==> src/design/plaarb_pkg.sv <==
`timescale 1ns / 1ps
// ----------------------------------------------------------------------------
// plaarb_pkg
// Types, codes and helpers shared by the power level arbiter modules.
// ----------------------------------------------------------------------------
package plaarb_pkg;

    typedef struct packed {
        logic [3:0]  mode;
        logic [3:0]  slot_id;
        logic [2:0]  level;
        logic [7:0]  priority_req;
        logic [15:0] millivolts;
        logic        charging;
    } in_item_t;

    typedef struct packed {
        logic [1:0] kind;
        logic [3:0] consumer_index;
        logic [3:0] old_level;
        logic [3:0] new_level;
        logic       status;
        logic       last_item;
    } out_item_t;

    typedef struct packed {
        logic [3:0]  chain_length;
        logic [63:0] residency_steps_low;
        logic [63:0] residency_steps_high;
        logic        battery_policy_enabled;
        logic [15:0] lifeboat_below_millivolts;
        logic        charge_hold_en;
        logic [2:0]  charge_hold_level;
    } cfg_t;

    typedef enum logic [3:0] {
        OP_TICK     = 4'd0,
        OP_ACTIVITY = 4'd1,
        OP_REQUEST  = 4'd2,
        OP_CREATE   = 4'd3,
        OP_ACQUIRE  = 4'd4,
        OP_RELEASE  = 4'd5,
        OP_ADD      = 4'd6,
        OP_REMOVE   = 4'd7,
        OP_BATTERY  = 4'd8,
        OP_CHARGE   = 4'd9,
        OP_BAD      = 4'd15
    } op_t;

    typedef struct packed {
        in_item_t item;
        op_t      op;
    } cmd_t;

    localparam logic [3:0] MODE_COUNT = 4'd10;

    localparam logic [1:0] KIND_SUSPEND = 2'd0;
    localparam logic [1:0] KIND_RESUME  = 2'd1;
    localparam logic [1:0] KIND_LEVEL   = 2'd2;
    localparam logic [1:0] KIND_DONE    = 2'd3;

    localparam logic [2:0] CFG_CHAIN_LENGTH  = 3'd0;
    localparam logic [2:0] CFG_RES_LOW       = 3'd1;
    localparam logic [2:0] CFG_RES_HIGH      = 3'd2;
    localparam logic [2:0] CFG_BATT_POLICY   = 3'd3;
    localparam logic [2:0] CFG_LIFEBOAT_MV   = 3'd4;
    localparam logic [2:0] CFG_CHARGE_HOLDS  = 3'd5;
    localparam logic [2:0] CFG_CHARGE_LEVEL  = 3'd6;

    // items other than done that fit in front of the done item
    localparam logic [4:0] ITEM_CAP = 5'd17;

    // residency of one step in ticks, zero reads as one tick
    function automatic logic [15:0] residency(input logic [3:0] step,
                                              input logic [63:0] lo,
                                              input logic [63:0] hi);
        logic [63:0] w;
        logic [15:0] v;
        w = step[2] ? hi : lo;
        case (step[1:0])
            2'd0:    v = w[15:0];
            2'd1:    v = w[31:16];
            2'd2:    v = w[47:32];
            default: v = w[63:48];
        endcase
        return (v == 16'd0) ? 16'd1 : v;
    endfunction

endpackage

==> src/design/power_level_arbiter_core.sv <==
`timescale 1ns / 1ps
// ----------------------------------------------------------------------------
// power_level_arbiter_core
// Power level arbiter: idle decay, hold locks, battery override and ordered
// consumer suspend/resume over a descent chain of levels.
// ----------------------------------------------------------------------------
// Usage:
//   s_* carries one event request (valid/ready). m_* returns the result
//   items: zero or more suspend/resume items, a level change item when the
//   level moves, and always one done item with last_item set.
//   cfg_* writes a register by index; write only while the block is idle.
// Sequence:
//   An event passes the IDLE, EXEC and DONE states, with the ONE state added
//   for a suspend at add or a resume at remove. Each level recompute scans
//   all LOCK_SLOTS+1 lock slots for the lock floor, and when the level
//   changes, scans the consumer slots once per consumer acted on, plus once
//   more. One item is handled at a time by the back end; a two-entry queue
//   in front keeps accepting requests meanwhile.
// Reset: all locks and consumers invalid, level 0, decay disarmed.
// A stalled m_ready holds the back end at its next emission; the queue in
// front fills and then s_ready drops.
// ----------------------------------------------------------------------------
module power_level_arbiter_core import plaarb_pkg::*; #(
    parameter int CHAIN_MAX      = 8,
    parameter int LOCK_SLOTS     = 16,
    parameter int CONSUMER_SLOTS = 16
) (
    input  logic        aclk,
    input  logic        aresetn,
    input  logic        s_valid,
    output logic        s_ready,
    input  in_item_t    s_data,
    output logic        m_valid,
    input  logic        m_ready,
    output out_item_t   m_data,
    input  logic        cfg_valid,
    output logic        cfg_ready,
    input  logic [2:0]  cfg_index,
    input  logic [63:0] cfg_data
);

    cfg_t cfg_reg;
    logic q_valid;
    cmd_t q_cmd;
    logic q_pop;

    assign cfg_ready = 1'b1;

    always_ff @(posedge aclk) begin
        if (!aresetn) begin
            cfg_reg <= '{chain_length: 4'd1, default: '0};
        end else if (cfg_valid) begin
            case (cfg_index)
                CFG_CHAIN_LENGTH: cfg_reg.chain_length              <= cfg_data[3:0];
                CFG_RES_LOW:      cfg_reg.residency_steps_low       <= cfg_data;
                CFG_RES_HIGH:     cfg_reg.residency_steps_high      <= cfg_data;
                CFG_BATT_POLICY:  cfg_reg.battery_policy_enabled    <= cfg_data[0];
                CFG_LIFEBOAT_MV:  cfg_reg.lifeboat_below_millivolts <= cfg_data[15:0];
                CFG_CHARGE_HOLDS: cfg_reg.charge_hold_en            <= cfg_data[0];
                CFG_CHARGE_LEVEL: cfg_reg.charge_hold_level         <= cfg_data[2:0];
                default: begin
                end
            endcase
        end
    end

    plaarb_front u_front (
        .aclk    (aclk),
        .aresetn (aresetn),
        .s_valid (s_valid),
        .s_ready (s_ready),
        .s_data  (s_data),
        .q_valid (q_valid),
        .q_cmd   (q_cmd),
        .q_pop   (q_pop)
    );

    plaarb_back #(
        .CHAIN_MAX      (CHAIN_MAX),
        .LOCK_SLOTS     (LOCK_SLOTS),
        .CONSUMER_SLOTS (CONSUMER_SLOTS)
    ) u_back (
        .aclk    (aclk),
        .aresetn (aresetn),
        .cfg     (cfg_reg),
        .q_valid (q_valid),
        .q_cmd   (q_cmd),
        .q_pop   (q_pop),
        .m_valid (m_valid),
        .m_ready (m_ready),
        .m_data  (m_data)
    );

endmodule

==> src/design/plaarb_front.sv <==
`timescale 1ns / 1ps
// ----------------------------------------------------------------------------
// plaarb_front
// Accepts event requests, decodes the mode and queues them for the back end.
// ----------------------------------------------------------------------------
module plaarb_front import plaarb_pkg::*; (
    input  logic     aclk,
    input  logic     aresetn,
    input  logic     s_valid,
    output logic     s_ready,
    input  in_item_t s_data,
    output logic     q_valid,
    output cmd_t     q_cmd,
    input  logic     q_pop
);

    cmd_t       entry_reg [2];
    logic       wr_ptr_reg, wr_ptr_next;
    logic       rd_ptr_reg, rd_ptr_next;
    logic [1:0] count_reg, count_next;
    cmd_t       cmd_in;
    logic       push;

    always_comb begin
        cmd_in.item = s_data;
        cmd_in.op   = (s_data.mode < MODE_COUNT) ? op_t'(s_data.mode) : OP_BAD;
    end

    assign s_ready = (count_reg != 2'd2);
    assign push    = s_valid && s_ready;
    assign q_valid = (count_reg != 2'd0);
    assign q_cmd   = entry_reg[rd_ptr_reg];

    always_comb begin
        wr_ptr_next = push  ? ~wr_ptr_reg : wr_ptr_reg;
        rd_ptr_next = q_pop ? ~rd_ptr_reg : rd_ptr_reg;
        count_next  = count_reg + {1'b0, push} - {1'b0, q_pop};
    end

    always_ff @(posedge aclk) begin
        if (!aresetn) begin
            wr_ptr_reg <= 1'b0;
            rd_ptr_reg <= 1'b0;
            count_reg  <= 2'd0;
        end else begin
            wr_ptr_reg <= wr_ptr_next;
            rd_ptr_reg <= rd_ptr_next;
            count_reg  <= count_next;
        end
    end

    always_ff @(posedge aclk) begin
        if (push) begin
            entry_reg[wr_ptr_reg] <= cmd_in;
        end
    end

endmodule

==> src/design/plaarb_back.sv <==
`timescale 1ns / 1ps
// ----------------------------------------------------------------------------
// plaarb_back
// Executes queued events: lock and consumer tables, idle decay, battery
// override, level arbitration and the ordered suspend/resume sequence.
// ----------------------------------------------------------------------------
module plaarb_back import plaarb_pkg::*; #(
    parameter int CHAIN_MAX      = 8,
    parameter int LOCK_SLOTS     = 16,
    parameter int CONSUMER_SLOTS = 16
) (
    input  logic      aclk,
    input  logic      aresetn,
    input  cfg_t      cfg,
    input  logic      q_valid,
    input  cmd_t      q_cmd,
    output logic      q_pop,
    output logic      m_valid,
    input  logic      m_ready,
    output out_item_t m_data
);

    localparam int LW = $clog2(LOCK_SLOTS + 1);
    localparam int CW = (CONSUMER_SLOTS > 1) ? $clog2(CONSUMER_SLOTS) : 1;

    typedef enum logic [8:0] {
        S_IDLE = 9'b000000001,
        S_EXEC = 9'b000000010,
        S_ARB  = 9'b000000100,
        S_CMP  = 9'b000001000,
        S_SCAN = 9'b000010000,
        S_PICK = 9'b000100000,
        S_POST = 9'b001000000,
        S_ONE  = 9'b010000000,
        S_DONE = 9'b100000000
    } state_t;

    state_t      state_reg, state_next;
    in_item_t    item_reg, item_next;
    op_t         op_reg, op_next;
    logic [3:0]  cur_reg, cur_next;
    logic [3:0]  start_reg, start_next;
    logic [2:0]  idle_reg, idle_next;
    logic [15:0] rem_reg, rem_next;
    logic        armed_reg, armed_next;
    logic        ovr_reg, ovr_next;
    logic        chg_now_reg, chg_now_next;
    logic        held_reg, held_next;
    logic        bad_reg, bad_next;
    logic        second_reg, second_next;
    logic [4:0]  cnt_reg, cnt_next;
    logic [LW-1:0] lk_idx_reg, lk_idx_next;
    logic [CW-1:0] cn_idx_reg, cn_idx_next;
    logic [CW-1:0] pick_reg, pick_next;
    logic        found_reg, found_next;
    logic [7:0]  best_reg, best_next;
    logic [2:0]  fl_reg, fl_next;
    logic [3:0]  old_reg, old_next;
    logic [3:0]  new_reg, new_next;
    logic [1:0]  one_kind_reg, one_kind_next;

    logic        out_valid_reg;
    out_item_t   out_reg;

    logic [LOCK_SLOTS:0] lk_valid_reg;
    logic [2:0]  lk_floor_reg [LOCK_SLOTS+1];
    logic [7:0]  lk_count_reg [LOCK_SLOTS+1];
    logic [CONSUMER_SLOTS-1:0] cn_valid_reg;
    logic [2:0]  cn_min_reg   [CONSUMER_SLOTS];
    logic [7:0]  cn_prio_reg  [CONSUMER_SLOTS];
    logic        cn_pw_reg    [CONSUMER_SLOTS];

    // table write controls
    logic        lk_valid_we, lk_floor_we, lk_count_we;
    logic [7:0]  lk_count_w;
    logic        cn_add, cn_rem, cn_pw_we, cn_pw_w;

    logic        load;
    out_item_t   load_data;
    logic        emit_ok, can_emit;
    logic [3:0]  eff_l;
    logic [3:0]  nw;
    logic [3:0]  arm_step;
    logic        rd_lk_valid;
    logic [2:0]  rd_lk_floor;
    logic [7:0]  rd_lk_count;
    logic        rd_cn_valid, rd_cn_pw;
    logic [2:0]  rd_cn_min;
    logic [7:0]  rd_cn_prio;
    logic        lk_slot_ok, cn_slot_ok;
    logic        lvl_bad;
    logic        suspend_dir, cand;

    always_comb begin
        if (cfg.chain_length == 4'd0) begin
            eff_l = 4'd1;
        end else if (cfg.chain_length > 4'(CHAIN_MAX)) begin
            eff_l = 4'(CHAIN_MAX);
        end else begin
            eff_l = cfg.chain_length;
        end
    end

    assign rd_lk_valid = lk_valid_reg[lk_idx_reg];
    assign rd_lk_floor = lk_floor_reg[lk_idx_reg];
    assign rd_lk_count = lk_count_reg[lk_idx_reg];
    assign rd_cn_valid = cn_valid_reg[cn_idx_reg];
    assign rd_cn_pw    = cn_pw_reg[cn_idx_reg];
    assign rd_cn_min   = cn_min_reg[cn_idx_reg];
    assign rd_cn_prio  = cn_prio_reg[cn_idx_reg];

    assign lk_slot_ok  = int'(item_reg.slot_id) < LOCK_SLOTS;
    assign cn_slot_ok  = int'(item_reg.slot_id) < CONSUMER_SLOTS;
    assign lvl_bad     = {1'b0, item_reg.level} >= eff_l;
    assign emit_ok     = !out_valid_reg || m_ready;
    assign can_emit    = cnt_reg < ITEM_CAP;
    assign suspend_dir = new_reg > old_reg;

    always_comb begin
        if (ovr_reg) begin
            nw = eff_l;
        end else begin
            nw = {1'b0, (idle_reg < fl_reg) ? idle_reg : fl_reg};
        end
    end

    always_comb begin
        if (suspend_dir) begin
            cand = rd_cn_valid && rd_cn_pw && (new_reg > {1'b0, rd_cn_min}) &&
                   (!found_reg || rd_cn_prio > best_reg);
        end else begin
            cand = rd_cn_valid && !rd_cn_pw && (new_reg <= {1'b0, rd_cn_min}) &&
                   (!found_reg || rd_cn_prio < best_reg);
        end
    end

    always_comb begin
        state_next    = state_reg;
        item_next     = item_reg;
        op_next       = op_reg;
        cur_next      = cur_reg;
        start_next    = start_reg;
        idle_next     = idle_reg;
        rem_next      = rem_reg;
        armed_next    = armed_reg;
        ovr_next      = ovr_reg;
        chg_now_next  = chg_now_reg;
        held_next     = held_reg;
        bad_next      = bad_reg;
        second_next   = second_reg;
        cnt_next      = cnt_reg;
        lk_idx_next   = lk_idx_reg;
        cn_idx_next   = cn_idx_reg;
        pick_next     = pick_reg;
        found_next    = found_reg;
        best_next     = best_reg;
        fl_next       = fl_reg;
        old_next      = old_reg;
        new_next      = new_reg;
        one_kind_next = one_kind_reg;
        q_pop         = 1'b0;
        load          = 1'b0;
        load_data     = '0;
        lk_valid_we   = 1'b0;
        lk_floor_we   = 1'b0;
        lk_count_we   = 1'b0;
        lk_count_w    = rd_lk_count;
        cn_add        = 1'b0;
        cn_rem        = 1'b0;
        cn_pw_we      = 1'b0;
        cn_pw_w       = 1'b0;
        arm_step      = 4'd0;

        case (state_reg)
            S_IDLE: begin
                if (q_valid) begin
                    q_pop       = 1'b1;
                    item_next   = q_cmd.item;
                    op_next     = q_cmd.op;
                    start_next  = cur_reg;
                    bad_next    = 1'b0;
                    second_next = 1'b0;
                    cnt_next    = 5'd0;
                    lk_idx_next = (q_cmd.op == OP_CHARGE) ? LW'(LOCK_SLOTS)
                                                          : LW'(q_cmd.item.slot_id);
                    cn_idx_next = CW'(q_cmd.item.slot_id);
                    state_next  = S_EXEC;
                end
            end
            S_EXEC: begin
                state_next = S_DONE;
                case (op_reg)
                    OP_TICK: begin
                        if (armed_reg) begin
                            if (rem_reg > 16'd1) begin
                                rem_next = rem_reg - 16'd1;
                            end else begin
                                rem_next   = 16'd0;
                                armed_next = 1'b0;
                                if ({1'b0, idle_reg} < eff_l - 4'd1) begin
                                    idle_next = idle_reg + 3'd1;
                                    // decay re-arm does not depend on the recompute
                                    arm_step  = {1'b0, idle_reg} + 4'd2;
                                    if (arm_step < eff_l) begin
                                        rem_next   = residency(arm_step,
                                                               cfg.residency_steps_low,
                                                               cfg.residency_steps_high);
                                        armed_next = 1'b1;
                                    end
                                    state_next = S_ARB;
                                end
                            end
                        end
                    end
                    OP_ACTIVITY: begin
                        idle_next  = 3'd0;
                        armed_next = 1'b0;
                        arm_step   = 4'd1;
                        if (arm_step < eff_l) begin
                            rem_next   = residency(arm_step, cfg.residency_steps_low,
                                                   cfg.residency_steps_high);
                            armed_next = 1'b1;
                        end
                        state_next = S_ARB;
                    end
                    OP_REQUEST: begin
                        if (lvl_bad) begin
                            bad_next = 1'b1;
                        end else begin
                            armed_next = 1'b0;
                            idle_next  = item_reg.level;
                            state_next = S_ARB;
                        end
                    end
                    OP_CREATE: begin
                        if (!lk_slot_ok || rd_lk_valid || lvl_bad) begin
                            bad_next = 1'b1;
                        end else begin
                            lk_valid_we = 1'b1;
                            lk_floor_we = 1'b1;
                            lk_count_we = 1'b1;
                            lk_count_w  = 8'd0;
                        end
                    end
                    OP_ACQUIRE: begin
                        if (!lk_slot_ok || !rd_lk_valid) begin
                            bad_next = 1'b1;
                        end else begin
                            lk_count_we = 1'b1;
                            lk_count_w  = (rd_lk_count == 8'hff) ? rd_lk_count
                                                                 : rd_lk_count + 8'd1;
                            state_next  = S_ARB;
                        end
                    end
                    OP_RELEASE: begin
                        if (!lk_slot_ok || !rd_lk_valid) begin
                            bad_next = 1'b1;
                        end else begin
                            lk_count_we = 1'b1;
                            lk_count_w  = (rd_lk_count == 8'd0) ? rd_lk_count
                                                                : rd_lk_count - 8'd1;
                            state_next  = S_ARB;
                        end
                    end
                    OP_ADD: begin
                        if (!cn_slot_ok || rd_cn_valid || lvl_bad) begin
                            bad_next = 1'b1;
                        end else begin
                            cn_add = 1'b1;
                            if (cur_reg > {1'b0, item_reg.level}) begin
                                one_kind_next = KIND_SUSPEND;
                                state_next    = S_ONE;
                            end
                        end
                    end
                    OP_REMOVE: begin
                        if (!cn_slot_ok || !rd_cn_valid) begin
                            bad_next = 1'b1;
                        end else begin
                            cn_rem = 1'b1;
                            if (!rd_cn_pw) begin
                                one_kind_next = KIND_RESUME;
                                state_next    = S_ONE;
                            end
                        end
                    end
                    OP_BATTERY: begin
                        if (cfg.battery_policy_enabled &&
                            cfg.lifeboat_below_millivolts != 16'd0) begin
                            if (chg_now_reg) begin
                                if (ovr_reg) begin
                                    ovr_next   = 1'b0;
                                    state_next = S_ARB;
                                end
                            end else if (item_reg.millivolts != 16'd0) begin
                                if ((item_reg.millivolts < cfg.lifeboat_below_millivolts)
                                    != ovr_reg) begin
                                    ovr_next   = !ovr_reg;
                                    state_next = S_ARB;
                                end
                            end
                        end
                    end
                    OP_CHARGE: begin
                        if (cfg.battery_policy_enabled &&
                            item_reg.charging != chg_now_reg) begin
                            chg_now_next = item_reg.charging;
                            second_next  = item_reg.charging && ovr_reg;
                            if (cfg.charge_hold_en && item_reg.charging &&
                                !held_reg && {1'b0, cfg.charge_hold_level} < eff_l) begin
                                lk_valid_we = 1'b1;
                                lk_floor_we = 1'b1;
                                lk_count_we = 1'b1;
                                lk_count_w  = 8'd1;
                                held_next   = 1'b1;
                                state_next  = S_ARB;
                            end else if (cfg.charge_hold_en &&
                                         !item_reg.charging && held_reg) begin
                                lk_count_we = 1'b1;
                                lk_count_w  = 8'd0;
                                held_next   = 1'b0;
                                state_next  = S_ARB;
                            end else if (item_reg.charging && ovr_reg) begin
                                second_next = 1'b0;
                                ovr_next    = 1'b0;
                                state_next  = S_ARB;
                            end
                        end
                    end
                    default: begin
                        bad_next = 1'b1;
                    end
                endcase
                if (state_next == S_ARB) begin
                    lk_idx_next = '0;
                    fl_next     = 3'(eff_l - 4'd1);
                end
            end
            S_ARB: begin
                if (rd_lk_valid && rd_lk_count != 8'd0 && rd_lk_floor < fl_reg) begin
                    fl_next = rd_lk_floor;
                end
                if (lk_idx_reg == LW'(LOCK_SLOTS)) begin
                    state_next = S_CMP;
                end else begin
                    lk_idx_next = lk_idx_reg + 1'b1;
                end
            end
            S_CMP: begin
                if (nw == cur_reg) begin
                    state_next = S_POST;
                end else begin
                    cur_next    = nw;
                    old_next    = cur_reg;
                    new_next    = nw;
                    cn_idx_next = '0;
                    found_next  = 1'b0;
                    state_next  = S_SCAN;
                end
            end
            S_SCAN: begin
                if (cand) begin
                    found_next = 1'b1;
                    best_next  = rd_cn_prio;
                    pick_next  = cn_idx_reg;
                end
                if (cn_idx_reg == CW'(CONSUMER_SLOTS - 1)) begin
                    state_next = S_PICK;
                end else begin
                    cn_idx_next = cn_idx_reg + 1'b1;
                end
            end
            S_PICK: begin
                if (!can_emit || emit_ok) begin
                    if (can_emit) begin
                        load     = 1'b1;
                        cnt_next = cnt_reg + 5'd1;
                    end
                    load_data.old_level = old_reg;
                    load_data.new_level = new_reg;
                    if (found_reg) begin
                        cn_pw_we    = 1'b1;
                        cn_pw_w     = !suspend_dir;
                        load_data.kind           = suspend_dir ? KIND_SUSPEND : KIND_RESUME;
                        load_data.consumer_index = 4'(pick_reg);
                        cn_idx_next = '0;
                        found_next  = 1'b0;
                        state_next  = S_SCAN;
                    end else begin
                        load_data.kind = KIND_LEVEL;
                        state_next     = S_POST;
                    end
                end
            end
            S_POST: begin
                if (second_reg) begin
                    second_next = 1'b0;
                    ovr_next    = 1'b0;
                    lk_idx_next = '0;
                    fl_next     = 3'(eff_l - 4'd1);
                    state_next  = S_ARB;
                end else begin
                    state_next = S_DONE;
                end
            end
            S_ONE: begin
                if (!can_emit || emit_ok) begin
                    load                     = can_emit;
                    load_data.kind           = one_kind_reg;
                    load_data.consumer_index = item_reg.slot_id;
                    load_data.old_level      = cur_reg;
                    load_data.new_level      = cur_reg;
                    cnt_next                 = can_emit ? cnt_reg + 5'd1 : cnt_reg;
                    state_next               = S_DONE;
                end
            end
            S_DONE: begin
                if (emit_ok) begin
                    load                = 1'b1;
                    load_data.kind      = KIND_DONE;
                    load_data.old_level = start_reg;
                    load_data.new_level = cur_reg;
                    load_data.status    = bad_reg;
                    load_data.last_item = 1'b1;
                    state_next          = S_IDLE;
                end
            end
            default: begin
                state_next = S_IDLE;
            end
        endcase
    end

    always_ff @(posedge aclk) begin
        if (!aresetn) begin
            state_reg     <= S_IDLE;
            cur_reg       <= 4'd0;
            idle_reg      <= 3'd0;
            rem_reg       <= 16'd1;
            armed_reg     <= 1'b0;
            ovr_reg       <= 1'b0;
            chg_now_reg   <= 1'b0;
            held_reg      <= 1'b0;
            out_valid_reg <= 1'b0;
            lk_valid_reg  <= '0;
            cn_valid_reg  <= '0;
            for (int i = 0; i <= LOCK_SLOTS; i++) begin
                lk_count_reg[i] <= 8'd0;
            end
        end else begin
            state_reg     <= state_next;
            cur_reg       <= cur_next;
            idle_reg      <= idle_next;
            rem_reg       <= rem_next;
            armed_reg     <= armed_next;
            ovr_reg       <= ovr_next;
            chg_now_reg   <= chg_now_next;
            held_reg      <= held_next;
            out_valid_reg <= (out_valid_reg && !m_ready) || load;
            if (lk_valid_we) begin
                lk_valid_reg[lk_idx_reg] <= 1'b1;
            end
            if (lk_count_we) begin
                lk_count_reg[lk_idx_reg] <= lk_count_w;
            end
            if (cn_add) begin
                cn_valid_reg[cn_idx_reg] <= 1'b1;
            end else if (cn_rem) begin
                cn_valid_reg[cn_idx_reg] <= 1'b0;
            end
        end
    end

    always_ff @(posedge aclk) begin
        item_reg      <= item_next;
        op_reg        <= op_next;
        start_reg     <= start_next;
        bad_reg       <= bad_next;
        second_reg    <= second_next;
        cnt_reg       <= cnt_next;
        lk_idx_reg    <= lk_idx_next;
        cn_idx_reg    <= cn_idx_next;
        pick_reg      <= pick_next;
        found_reg     <= found_next;
        best_reg      <= best_next;
        fl_reg        <= fl_next;
        old_reg       <= old_next;
        new_reg       <= new_next;
        one_kind_reg  <= one_kind_next;
        if (load) begin
            out_reg <= load_data;
        end
        if (lk_floor_we) begin
            lk_floor_reg[lk_idx_reg] <= (op_reg == OP_CHARGE) ? cfg.charge_hold_level
                                                             : item_reg.level;
        end
        if (cn_add) begin
            cn_min_reg[cn_idx_reg]  <= item_reg.level;
            cn_prio_reg[cn_idx_reg] <= item_reg.priority_req;
            cn_pw_reg[cn_idx_reg]   <= cur_reg <= {1'b0, item_reg.level};
        end else if (cn_pw_we) begin
            cn_pw_reg[pick_reg] <= cn_pw_w;
        end
    end

    assign m_valid = out_valid_reg;
    assign m_data  = out_reg;

    a_pop_idle: assert property (@(posedge aclk) disable iff (!aresetn)
        q_pop |-> state_reg == S_IDLE)
        else $error("queue popped outside idle");

    a_last_done: assert property (@(posedge aclk) disable iff (!aresetn)
        out_valid_reg && out_reg.last_item |-> out_reg.kind == KIND_DONE)
        else $error("last item is not a done item");

    a_charge_lock: assert property (@(posedge aclk) disable iff (!aresetn)
        held_reg |-> lk_valid_reg[LOCK_SLOTS] && lk_count_reg[LOCK_SLOTS] == 8'd1)
        else $error("charge lock flag out of step with its slot");

    a_level_range: assert property (@(posedge aclk) disable iff (!aresetn)
        cur_reg <= 4'(CHAIN_MAX))
        else $error("effective level beyond chain range");

endmodule

==> config.mk <==
export PLATFORM = sky130hd
export DESIGN_NAME = power_level_arbiter_core
export DESIGN_NICKNAME = d
export VERILOG_FILES = /design/src/design/plaarb_pkg.sv /design/src/design/power_level_arbiter_core.sv /design/src/design/plaarb_front.sv /design/src/design/plaarb_back.sv
export SDC_FILE = /design/constraint.sdc
export NUM_CORES = 1
export LEC_CHECK = 0
export BUFFER_PORTS_ARGS = -buffer_cell sky130_fd_sc_hd__buf_2
export CAP_MARGIN = 20
export CORE_MARGIN = 3
export CORE_UTILIZATION = 35
export CTS_CLUSTER_DIAMETER = 120
export DETAILED_ROUTE_END_ITERATION = 8
export GPL_TIMING_DRIVEN = 0
export PLACE_DENSITY = 0.55
export SETUP_SLACK_MARGIN = 0.02
export SYNTH_ARGS = -nofsm -noshare
export SYNTH_HDL_FRONTEND = slang
export SYNTH_SLANG_ARGS = --single-unit
==> constraint.sdc <==
create_clock -name aclk -period 13.4 [get_ports aclk]
set_clock_uncertainty 0.1 [all_clocks]
set_input_delay 0 -clock aclk [delete_from_list [all_inputs] [get_ports aclk]]
set_output_delay 0 -clock aclk [all_outputs]
set_load 0.01 [all_outputs]
==> metrics.txt, run 1 <==
Synth Area per Inst 12.9 um2; core box area 113000 um2; grt ovf 0; pin count of the biggest net entering global routing 26; GP Congestion 0.915; most frequent CP cell buf_2; area leader, netlist edfxtp_1; io pins 127; starting density of the core 35.3%; cell row count 123; worst-path fanout max 15; Final setup viols 0; fill count 10435; Tightest Pin Transition 1.11 ns; sequential power share about two fifths; root buf cell clkbuf_16; Post-CTS Resized 0; vias in the first global route roughly 28000; Cell Int Power 0.00608 W; clock sink count 905; top-count cell post-synth edfxtp_1; drt pass-1 iters 9; DRC viols 17; share of cells above drive strength 1 approximately 16%; Mapped Area 39900 um2; Slowest cell on crit path clkbuf_1; RSZ-0062 raised after global routing no; max reg flops 256; number of synthesized flops with an enable pin 668; failing checks DRC; Startpoint Class flip-flop; wire length per cell 23.1 um; cells after synthesis between 3000 and 4000; routed vias/inst 5.37; Seq/Total Area, Yosys 62.2%; Setup CP Type reg -> reg; Clock Latency Late Sink 0.69 ns; Area contributors post-synth edfxtp_1 (50%), dfxtp_1 (12%), mux4_2 (8.8%); Crit path max-delay family buffers and inverters; status complete, but fails checks; DR iter-0 viols 2653; Top FF cell, synth edfxtp_1; global-route wire length before repair 177 mm; Final Cycle Share 45.0%; vias 27470; CP peak stage delay between 0.7 and 0.8 ns; Area growth syn-to-layout 20.0%; Cell variety after synth 90; max-cap violations 0; YS warnings 0; switch share 34.2%; number of buffers created by CTS 99; final hold viol count 0; antenna viol nets, final 0; final setup TNS 0 ns; drt total wl 118 mm; flops & latches, synth 905; clock group share of total power about 30%; Placed Area 42800 um2; H-tree Lvls 3; initial antenna violation count 3; WP buf/inv 6; Critical Path RT 13.63 ns; final net count 3713; Slew Viols, Final 0; Clock transition at path regs 0.06 ns; VDD IR max 0.000118 V; Die X-Extent approximately 340 um; Comb pwr share 31.5%; Sw Pwr around 0.0032 W; Pleak 16.4 nW; Final Instance Area around 48000 um2; synth cell count leaders edfxtp_1 (668), nand2_1 (424), nor2_1 (293); top-area cell type share of the netlist area about half; FMAX 166 MHz; HPWL after DPL 83.7 mm; Slew headroom 25.7%; Post-synth ARST share 0%; Worst Setup End Kind flip-flop; clk buf depth 3; Worst Hold Class in -> reg; CP Cell Sequence buf_2, buf_2, clkbuf_1, mux4_2, mux4_2, mux2i_2, inv_2, ha_1, o221ai_1, nor3_1, o31a_1, o21ai_2, buf_2, inv_1; Pwr Density 193 nW/um2; Post-Syn Nets 3278; TritonCTS clock tree built; buffers added on ports 125; WP data arrival ~6.3 ns; total global-route track usage 20.1%; Chip Height 343 um; Tmin final 6.03 ns; die area between 100000 and 150000 um2
-- stage by stage --
step	setup WS (ns)	hold slack (ns)	utilization [%]	total power (W)	cells
2_1_floorplan	8.68	-0.00113	-	0.00545	3099
6_report	7.37	0.0370	42.4	0.00923	5120
4_1_cts	7.29	0.00119	42.3	0.00925	5113
3_3_place_gp	6.93	0.0894	37.6	0.00646	4724
3_5_place_dp	7.29	0.0922	37.9	0.00650	4750
5_1_grt	7.08	0.0372	42.4	0.00962	5119
-- cell usage in the layout (no fill, tap or decap), types with 18 or more instances in the layout --
| cell type | synthesis | final |
|---|---|---|
| o21a_1 | 59 | 59 |
| a21oi_1 | 226 | 226 |
| nor2_1 | 293 | 279 |
| clkbuf_16 | 0 | 99 |
| buf_6 | 10 | 20 |
| nand4_1 | 18 | 18 |
| dfxtp_1 | 237 | 237 |
| nor4_1 | 30 | 30 |
| nand3_1 | 54 | 54 |
| nor3_1 | 42 | 42 |
| ha_1 | 71 | 71 |
| nand2b_1 | 21 | 21 |
| nand2_1 | 424 | 424 |
| a222oi_1 | 32 | 32 |
| a21o_1 | 20 | 20 |
| a22oi_1 | 24 | 24 |
| clkinv_1 | 3 | 23 |
| mux2_2 | 47 | 47 |
| nor2b_1 | 27 | 27 |
| inv_1 | 114 | 113 |
| dlygate4sd3_1 | 0 | 177 |
| edfxtp_1 | 668 | 668 |
| o21ai_0 | 53 | 49 |
| clkbuf_1 | 130 | 147 |
| mux2i_1 | 58 | 58 |
| buf_2 | 16 | 141 |
| mux4_2 | 156 | 156 |
-- what timing repair did --
item | 4_1_cts | 5_1_grt
buffers inserted | 0 | 0
endpoints found under the setup margin | 0 | 0
hold buffers | 177 | 0
hold endpoints to repair | 262 | 0
-- logic make-up after synthesis --
logic type | share of synthesized area [%]
multiplexers | 11.7
AO/OA/AOI/OAI | 8.92
adder cells (fa/ha/maj) | 2.23
other | 0.00941
AND/OR/NAND/NOR | 11.0
flip-flops | 62.2
buffers and inverters | 3.20
XOR/XNOR | 0.681
-- worst min-delay path, delay by kind of cell --
| family | cells | cell delay (ns) |
|---|---|---|
| buffers and inverters | 2 | 0.68 |
| and+or+nand+nor | 1 | 0.05 |
| AOI/OAI and AO/OA | 1 | 0.05 |
-- worst paths after layout --
check / startpoint / endpoint / slack [ns] / cells past startpoint
max: flip-flop / u_back.lk_count_reg[20][0] / 7.37 / 14
min: cfg_data[21] / cfg_reg[42] / 0.04 / 4
max reg2reg: flip-flop / u_back.lk_count_reg[20][0] / 7.37 / 14
min reg2reg: u_back.cn_idx_reg[3] / u_back.pick_reg[3] / 0.35 / 0
-- power by group through the flow --
stage                     clock, W  sequential, W  combinational [W]
after detailed placement         0        0.00368            0.00283
after CTS                  0.00276        0.00362            0.00288
final                      0.00271        0.00362            0.00291
after global placement           0        0.00368            0.00278
after floorplan                  0        0.00360            0.00185
after global routing       0.00287        0.00364            0.00311
-- per-layer routing --
metal  vias up  wire length [um]  global-route usage (%)
met5         -                 0                       0
met4         0              3490                    6.13
met3       206              8660                    3.76
met2      1005             55100                    32.3
met1     13787             51200                    27.6
li1      12472                 -                       -
-- area by class of cell --
cell class	instances	area, um2	share of cell area [%]
flip-flops and latches	905	24800	51.9
multi-input cells	1898	13800	28.9
repair buffers	334	2810	5.88
clock buffers	127	2660	5.56
well taps	1500	1880	3.92
plain buffers	177	831	1.74
clock inverters	59	571	1.19
inverters	119	447	0.934
diodes	1	2.50	0.00523
Note: power is estimated with default switching activity, not from simulation.
==> run 2, diff against run 1 <==
Clock period 13.4 ns to 6.03 ns, I/O delays scaled along.
==> run 2 against run 1 <==
Clock power is 120% higher; power rose by 120%; worst hold slack better by 0.00059 ns; count of clock-buffer cells in the layout unchanged; maximum frequency is 6.5% higher; register-to-register slack got worse by 7.0 ns; core utilization about the same; the run now ends clean; sequential power rose by 120%; final area is essentially flat; wire length about the same.
==> metrics.txt, run 2 (synthesized netlist as in run 1, its figures left out) <==
WP data arrival 5.90 ns (was 6.26 ns); Area growth syn-to-layout 20.0% (about the same); starting density of the core 35.3% (unchanged); GRT Max-Usage Layer met2 (unchanged); final setup TNS 0 ns (unchanged); die area 118000 um2 (unchanged); fill count 10435 (unchanged); most frequent CP cell buf_2 (unchanged); pin count of the biggest net entering global routing 26 (unchanged); Slowest cell on crit path o21ai_2 (was clkbuf_1); RR Endpoint u_back.lk_count_reg[20][0] (unchanged); grt ovf 0 (unchanged); Final Instance Area 47800 um2 (about the same); n_diodes 0 (was 1); hold path startpoint cfg_data[21] (unchanged); wire length per cell 23.2 um (was 23.1 um); max-cap violations 0 (unchanged); clk buf depth 3 (unchanged); met3 Track Usage GR 3.76% (unchanged); routing usage on met2 32.3% (unchanged); vias 27432 (was 27470); initial antenna violation count 3 (unchanged); post-CTS setup buffers 0 (unchanged); register area 24800 um2 (unchanged); vias in the first global route 27530 (was 27529); status finished, final reports clean (was complete, but fails checks); DR iter-0 viols 2686 (was 2653); VDD IR max 0.000261 V (was 0.000118 V); HPWL after DPL 83.7 mm (unchanged); final hold viol count 0 (unchanged); io pins 127 (unchanged); routed vias/inst 5.36 (was 5.37); buffers added on ports 125 (unchanged); Worst Hold Class in -> reg (unchanged); Final Cycle Share 93.9% (was 45.0%); Worst Setup End Kind flip-flop (unchanged); TritonCTS clock tree built (unchanged); Tmin final 5.66 ns (was 6.03 ns); share of cells above drive strength 1 16.4% (was 16.3%); antenna viol nets, final 0 (unchanged); WHS Path Cells 4 (unchanged); worst reg-to-reg setup slack 0.37 ns (was 7.37 ns); cell row count 123 (unchanged); CP Cell Sequence buf_2, buf_2, clkbuf_2, mux4_2, mux4_2, mux2i_2, inv_2, ha_1, o221ai_1, nor3_1, o31a_1, o21ai_2, buf_2, inv_1 (was buf_2, buf_2, clkbuf_1, mux4_2, mux4_2, mux2i_2, inv_2, ha_1, o221ai_1, nor3_1, o31a_1, o21ai_2, buf_2, inv_1); Final setup viols 0 (unchanged); Clock Latency Late Sink 0.69 ns (about the same); Multi-input gate area 13800 um2 (unchanged); max reg flops 256 (unchanged); Final Util 42.4% (about the same); DRC viols 0 (was 17); core box area 113000 um2 (unchanged); root buf cell clkbuf_16 (unchanged); number of buffers created by CTS 99 (unchanged); Critical Path RT 6.27 ns (was 13.63 ns); Slew Viols, Final 0 (unchanged); drt total wl 119 mm (was 118 mm); total global-route track usage 20.1% (about the same); drt pass-1 iters 6 (was 9); Placed Area 42800 um2 (unchanged); grt met1 use 27.6% (about the same); Pwr Density 429 nW/um2 (was 193 nW/um2); GP Congestion 0.915 (unchanged); most frequent cells in the layout edfxtp_1 (668), nand2_1 (424), nor2_1 (279) (unchanged); Clock transition at path regs 0.06 ns (about the same); Setup CP Type reg -> reg (unchanged); most common cell after layout, fill and taps aside edfxtp_1 (unchanged); final net count 3711 (was 3713); global-route wire length before repair 177 mm (about the same); R2R depth 14 (unchanged); CP peak stage delay 0.59 ns (was 0.76 ns); RSZ-0062 raised after global routing no (unchanged); Tightest Pin Transition 1.09 ns (was 1.11 ns); FMAX 177 MHz (was 166 MHz); clock sink count 905 (unchanged); Pleak 16.4 nW (about the same); WHS Endpoint cfg_reg[42] (unchanged); H-tree Lvls 3 (unchanged); Startpoint Class flip-flop (unchanged); Slew headroom 26.8% (was 25.7%); Chip Height 343 um (unchanged); worst-path fanout max 15 (unchanged); Die X-Extent 343 um (unchanged)
run 2: cell types whose count changed in the layout (fill, tap and decap cells not counted), sizes merged:
cell | before | now
buf | 202 | 196
clkbuf | 259 | 260
clkdlybuf4s15 | 0 | 3
diode | 1 | 0
run 2: what timing repair did:
item	CTS	global route
hold buffers	177	0
gates cloned	0	0
setup endpoints to repair	8	45
resized for setup	6	7
hold endpoints to repair	262	0
run 2: layout make-up:
class | instances | area share [%]
Sequential cell | 905 | 51.9
Multi-Input combinational cell | 1898 | 28.9
Timing Repair Buffer | 332 | 5.82
Clock buffer | 127 | 5.56
Tap cell | 1500 | 3.92
Buffer | 177 | 1.79
Clock inverter | 59 | 1.19
Inverter | 119 | 0.934
run 2: metal layers:
layer / up-vias / share of wire, %
met2: 980 / 47
met4: 0 / 2.9
met3: 200 / 7.1
met5: - / 0
li1: 12460 / -
met1: 13792 / 43
run 2: worst max-delay path by stage:
stage / endpoint / depth (start not counted) / slack, ns / start
3_5_place_dp: u_back.best_reg[2] / 15 / -0.08 / flip-flop
5_1_grt: u_back.lk_count_reg[20][0] / 14 / 0.09 / flip-flop
4_1_cts: u_back.lk_count_reg[20][0] / 14 / 0.06 / flip-flop
2_1_floorplan: u_back.best_reg[0] / 14 / 1.31 / flip-flop
3_3_place_gp: u_back.best_reg[2] / 14 / -0.44 / flip-flop
6_report: u_back.lk_count_reg[20][0] / 14 / 0.37 / flip-flop
run 2: worst max-delay path: cells and delay by family (launching register included):
| kind | cells | cell delay [ns] |
|---|---|---|
| AOI/OAI and AO/OA | 3 | 1.09 |
| buffers and inverters | 6 | 2.06 |
| adders and majority gates | 1 | 0.26 |
| muxes | 3 | 1.25 |
| and+or+nand+nor | 1 | 0.15 |
| DFF | 1 | 0.36 |
run 2: power by group:
group	internal, W	total (W)	switching (W)	leakage (nW)
clock	0.00347	0.00603	0.00256	1.58
sequential	0.00767	0.00803	0.000367	8.16
combinational	0.00236	0.00645	0.00409	6.66
run 2: per-stage QoR:
step	setup WS (ns)	instances	hold slack, ns	power (W)
2_1_floorplan	1.31	3099	-0.00113	0.0121
3_3_place_gp	-0.443	4724	0.0894	0.0144
3_5_place_dp	-0.0766	4750	0.0922	0.0145
4_1_cts	0.0588	5113	0.00119	0.0206
5_1_grt	0.0936	5117	0.0372	0.0214
6_report	0.366	5117	0.0376	0.0205
